## src/sv/edh_ram.sv

```systemverilog
// edh_ram: generic single write port, single read port ram with registered read
// no dependencies
module edh_ram #(
  parameter int WIDTH = 8,
  parameter int DEPTH = 16,
  parameter int AW    = (DEPTH > 1) ? $clog2(DEPTH) : 1
) (
  input  logic             clk,
  input  logic             we,
  input  logic [AW-1:0]    waddr,
  input  logic [WIDTH-1:0] wdata,
  input  logic             re,
  input  logic [AW-1:0]    raddr,
  output logic [WIDTH-1:0] rdata
);

  logic [WIDTH-1:0] mem_r [DEPTH];
  logic [WIDTH-1:0] rdata_r;

  always_ff @(posedge clk) begin
    if (we) begin
      mem_r[waddr] <= wdata;
    end
    if (re) begin
      rdata_r <= mem_r[raddr];
    end
  end

  assign rdata = rdata_r;

endmodule

```

## config.mk

```make
export PLATFORM = sky130hd
export DESIGN_NAME = edh_ram
export DESIGN_NICKNAME = d
export VERILOG_FILES = /design/src/sv/edh_ram.sv
export SDC_FILE = /design/constraint.sdc
export NUM_CORES = 1
export LEC_CHECK = 0
export BUFFER_PORTS_ARGS = -buffer_cell sky130_fd_sc_hd__buf_2
export CAP_MARGIN = 0
export CELL_PAD_IN_SITES_DETAIL_PLACEMENT = 0
export CELL_PAD_IN_SITES_GLOBAL_PLACEMENT = 1
export CORE_AREA = 4 4 113 115
export CTS_BUF_LIST = sky130_fd_sc_hd__clkbuf_8 sky130_fd_sc_hd__clkbuf_16
export DETAILED_ROUTE_END_ITERATION = 12
export DIE_AREA = 0 0 117 119
export HOLD_SLACK_MARGIN = 0.08
export PLACE_DENSITY = 0.66
export SYNTH_ARGS = -nofsm -noshare
export SYNTH_HDL_FRONTEND = slang
export SYNTH_SLANG_ARGS = --single-unit
export TNS_END_PERCENT = 5
```

## constraint.sdc

```tcl
create_clock -name clk -period 2.2 [get_ports clk]
set_clock_uncertainty 0.1 [all_clocks]
set_input_delay 0.22 -clock clk [delete_from_list [all_inputs] [get_ports clk]]
set_output_delay 0.22 -clock clk [all_outputs]
set_load 0.02 [all_outputs]
```

# --- After elaboration in Yosys (flattened, before gate mapping) ---
# Memory sizes are Yosys's and may differ from the RTL's. A register that Yosys moved wholly into a read port is not among the register bits.
# Index checks and enable logic that the tools add are counted.
word_totals:
  mem_bits_rw: 128
  register_bits: 0
  out_inout_bits: 8
  input_bits: 19
  wordCells: 3
  mem_bits_ro: 0
  latch_bits: 0
  memories: 1
mem_list:
  columns: ["name", "words", "width", "rd", "rd_clocked_by_memory_dff", "wr", "line_no", "source"]
  rows:
  - ["mem_r", 16, 8, 1, 1, 1, "17", "logic [WIDTH-1:0] mem_r [DEPTH];"]
classes:
  order_cmp: 0
  muxes: 2
  n_shift: 0
  n_reduce_logical: 0
  add_sub_neg: 0
  bitwise_logic: 0
  div_mod_pow: 0
  eq_ne: 0
  multipliers: 0
ops:
  columns: ["operator", "count"]
  rows:
  - ["1-bit 2-to-1 mux", 2]

# --- Longest topological paths before layout ---
logic_depth:
  word_depth: 2
  ltp_mapped: 5
  mapped_depth_nobuf: 3

# --- Least setup slack after synthesis ---
# No wires, ideal clock.
synth_timing:
  path_kind: "input to register"
  from: "in waddr[2]"
  to: "mem mem_r[0][0], enable pin"
  setup_time_ns: 0.383
  stages: 2
  arrival_time_ns: 1.330
  setup_slack_ns: 0.387
  required_ns: 1.717
  n_path_buf: 0
  path_cell_list: "or3b_2 nor3_1"
synth_lines:
  columns: ["item", "line_no", "source"]
  rows:
  - ["from (decl)", "10", "input logic [AW-1:0] waddr,"]
  - ["to (decl)", "17", null]
# Straight into the memory's write port.

==> results_dict.tcl <==
set metrics [dict create \
    status "finished, final reports clean" \
    max_freq_mhz 600 \
    crit_path_end_kind "register" \
    dp_hpwl_um 6360 \
    io_buffer_count 26 \
    yosysSeqAreaShare_pct 78.1 \
    finalCriticalPeriod_ps 1670 \
    ys_seq_elements 136 \
    p_leak_nw 2.12 \
    vias 2417 \
    yosys_most_used_dff "edfxtp_1" \
    synth_nets 248 \
    post-route-drc-count 0 \
    met1_usage_pct 22.0 \
    timing.final.crit_share_pct 75.7 \
    die_h_um 119 \
    min_from "wdata[3]" \
    drv_slew 0 \
    die_w_um 117 \
    antenna_found_initial 0 \
    cts_made_buffers 17 \
    place_congestion 0.746 \
    drv_cap 0 \
    hold_viol 0 \
    synth_common_cells "edfxtp_1, mux4_2, a22oi_1, mux4_1, nor2_1" \
    grt_use_total_pct 16.1 \
    core-area_um2 11800 \
    critPathKind "reg -> reg" \
    areaGrowthSynthToFinish_pct 19.1 \
    pwr_density_cell_nw_per_um2 967 \
    hold_end "mem_r[1][3]" \
    setup_violations 0 \
    wl_um 10000 \
    htreeDepth 4 \
    grt_setup_unrepaired "no" \
    synthCells 229 \
    ctsHoldBuffers 0 \
    clk_path_buf_depth 2 \
    path_clk_slew_ps 50 \
    dr.pass1.iters 5 \
    grt.met2_usage_pct 24.8 \
    fp-row-count 40 \
    r2r-end "rdata[3]" \
    fp.dieArea_um2 13900 \
    use_met3_pct 4.83 \
    synth_most_common_cell "edfxtp_1" \
    r2r_start "mem_r[1][3]" \
    detail_route.wl_per_cell_um 22.6 \
    cp_cell_sequence "mux4_1 -> a22oi_1 -> nand2_1" \
    vias_per_cell 5.43 \
    overflow 0 \
    drt_iter0_drc 175 \
    cts-root-buf "clkbuf_16" \
    grt_pass1_vias 2578 \
    hp-class "in -> reg" \
    synth.distinct_cells 18 \
    setup.worst_path.start "mem_r[1][3]" \
    nets 304 \
    io_pins 27 \
    final_util_pct 52.7 \
    initial_utilization_pct 44.3 \
    avgSynthCellArea_um2 22.8 \
    synth-edff-count 136 \
    synth_area_um2 5230 \
    max_slew_margin_pct 66.9 \
    grt_start_max_net_pins 33 \
    cpPeakStageDelay_ps 520 \
    cts_tree "built" \
    fin_setup_tns_ps 0 \
    crit_path_top_delay_cell "mux4_1" \
    synth_top_cell_area_share_pct 78.1 \
    grt_pass1_wl_um 15500 \
    tightest_slew_ps 495 \
    cts_setup_buffers 0 \
    peakVddDrop_uv 474 \
    diodes 0 \
    power_w 0.00602 \
    clock_latency_ps 410 \
    required_ps 2250 \
    grt.busiest_layer "met2" \
    async_reset_ff_share_pct 0 \
    rrSetupSlack_ps 530 \
    ys_warn_count 0 \
    ant_nets 0 \
    whs_path_depth 1 \
    ff2ff_path_depth 3 \
    layout-drive-gt1-share_pct 30.2 \
    post_cts_resized 0 \
    cp_max_fo 1 \
    cts.sinks 136 \
    worst_ep_arrival_time_ps 1720 \
    synth_area_leader_cell "edfxtp_1" \
    synthTopCellsByArea "edfxtp_1, mux4_2, mux4_1, a22oi_1, nor2_1" \
    crit_path_start_kind "register" \
]
## cells in the final DEF, fill, tap and decap left out, drive strengths merged, types with 2 or more instances in the layout
cell type / Yosys / layout
edfxtp: 136 / 136
buf: 7 / 47
mux4: 32 / 32
clkbuf: 0 / 17
a22oi: 16 / 16
nor2: 13 / 13
clkinv: 0 / 10
nand2: 9 / 9
nor3: 4 / 4
bufinv: 0 / 4
nand3b: 2 / 2
nand2b: 2 / 2
## per-stage QoR
| stage | worst slack [ps] | hold slack (ps) | cells | instance area (µm²) |
|---|---|---|---|---|
| after floorplan | 387 | 219 | 229 | 5230 |
| after global placement | 274 | 511 | 413 | 5640 |
| after detailed placement | 271 | 520 | 413 | 5640 |
| after CTS | 558 | 91.2 | 445 | 6230 |
| after global routing | 483 | 93.8 | 445 | 6230 |
| final | 534 | 99.7 | 445 | 6230 |
## cells by family (layout without fill, tap and decap cells)
| kind of cell | Yosys count | count (layout) | synth area share [%] |
|---|---|---|---|
| multiplexers | 32 | 32 | 14.8 |
| AND/OR/NAND/NOR | 35 | 35 | 3.14 |
| flip-flops | 136 | 136 | 78.1 |
| buffers and inverters | 10 | 79 | 1.65 |
| AO/OA/AOI/OAI | 16 | 16 | 2.30 |
## worst max-delay path by stage
stage	end
after floorplan	mem_r[0][0]
after global placement	rdata[0]
after CTS	rdata[3]
after global routing	rdata[1]
after detailed placement	rdata[3]
final	rdata[3]
## worst max-delay path: cells and delay by family (launching register included)
| family | cells | cell delay [ps] |
|---|---|---|
| compound gates | 1 | 330 |
| simple gates | 1 | 90 |
| flops | 1 | 370 |
| mux | 1 | 520 |
## registers in the layout (all words and copies together), names as in the netlist
register / cells
rdata: 8
mem_r: 128
## layer usage
metal,share of wire [%],up-vias
met5,0,-
met4,1.4,0
met3,4.0,11
met2,51,63
met1,44,1251
li1,-,1092
## report_power, final
| group | switching [W] | internal [W] | leakage (nW) |
|---|---|---|---|
| logic | 0.000164 | 0.000116 | 0.593 |
| registers | 0.0000153 | 0.00292 | 1.24 |
| clock network | 0.000950 | 0.00185 | 0.294 |
| total | 0.00113 | 0.00489 | 2.12 |
## layout make-up
class	instances	area (µm²)
Fill cell	920	5580
Sequential cell	136	4080
Multi-Input combinational cell	83	1060
Clock buffer	17	425
Timing Repair Buffer	47	313
Tap cell	147	184
Clock inverter	15	165
No activity file was read; power rests on OpenSTA's default activity.
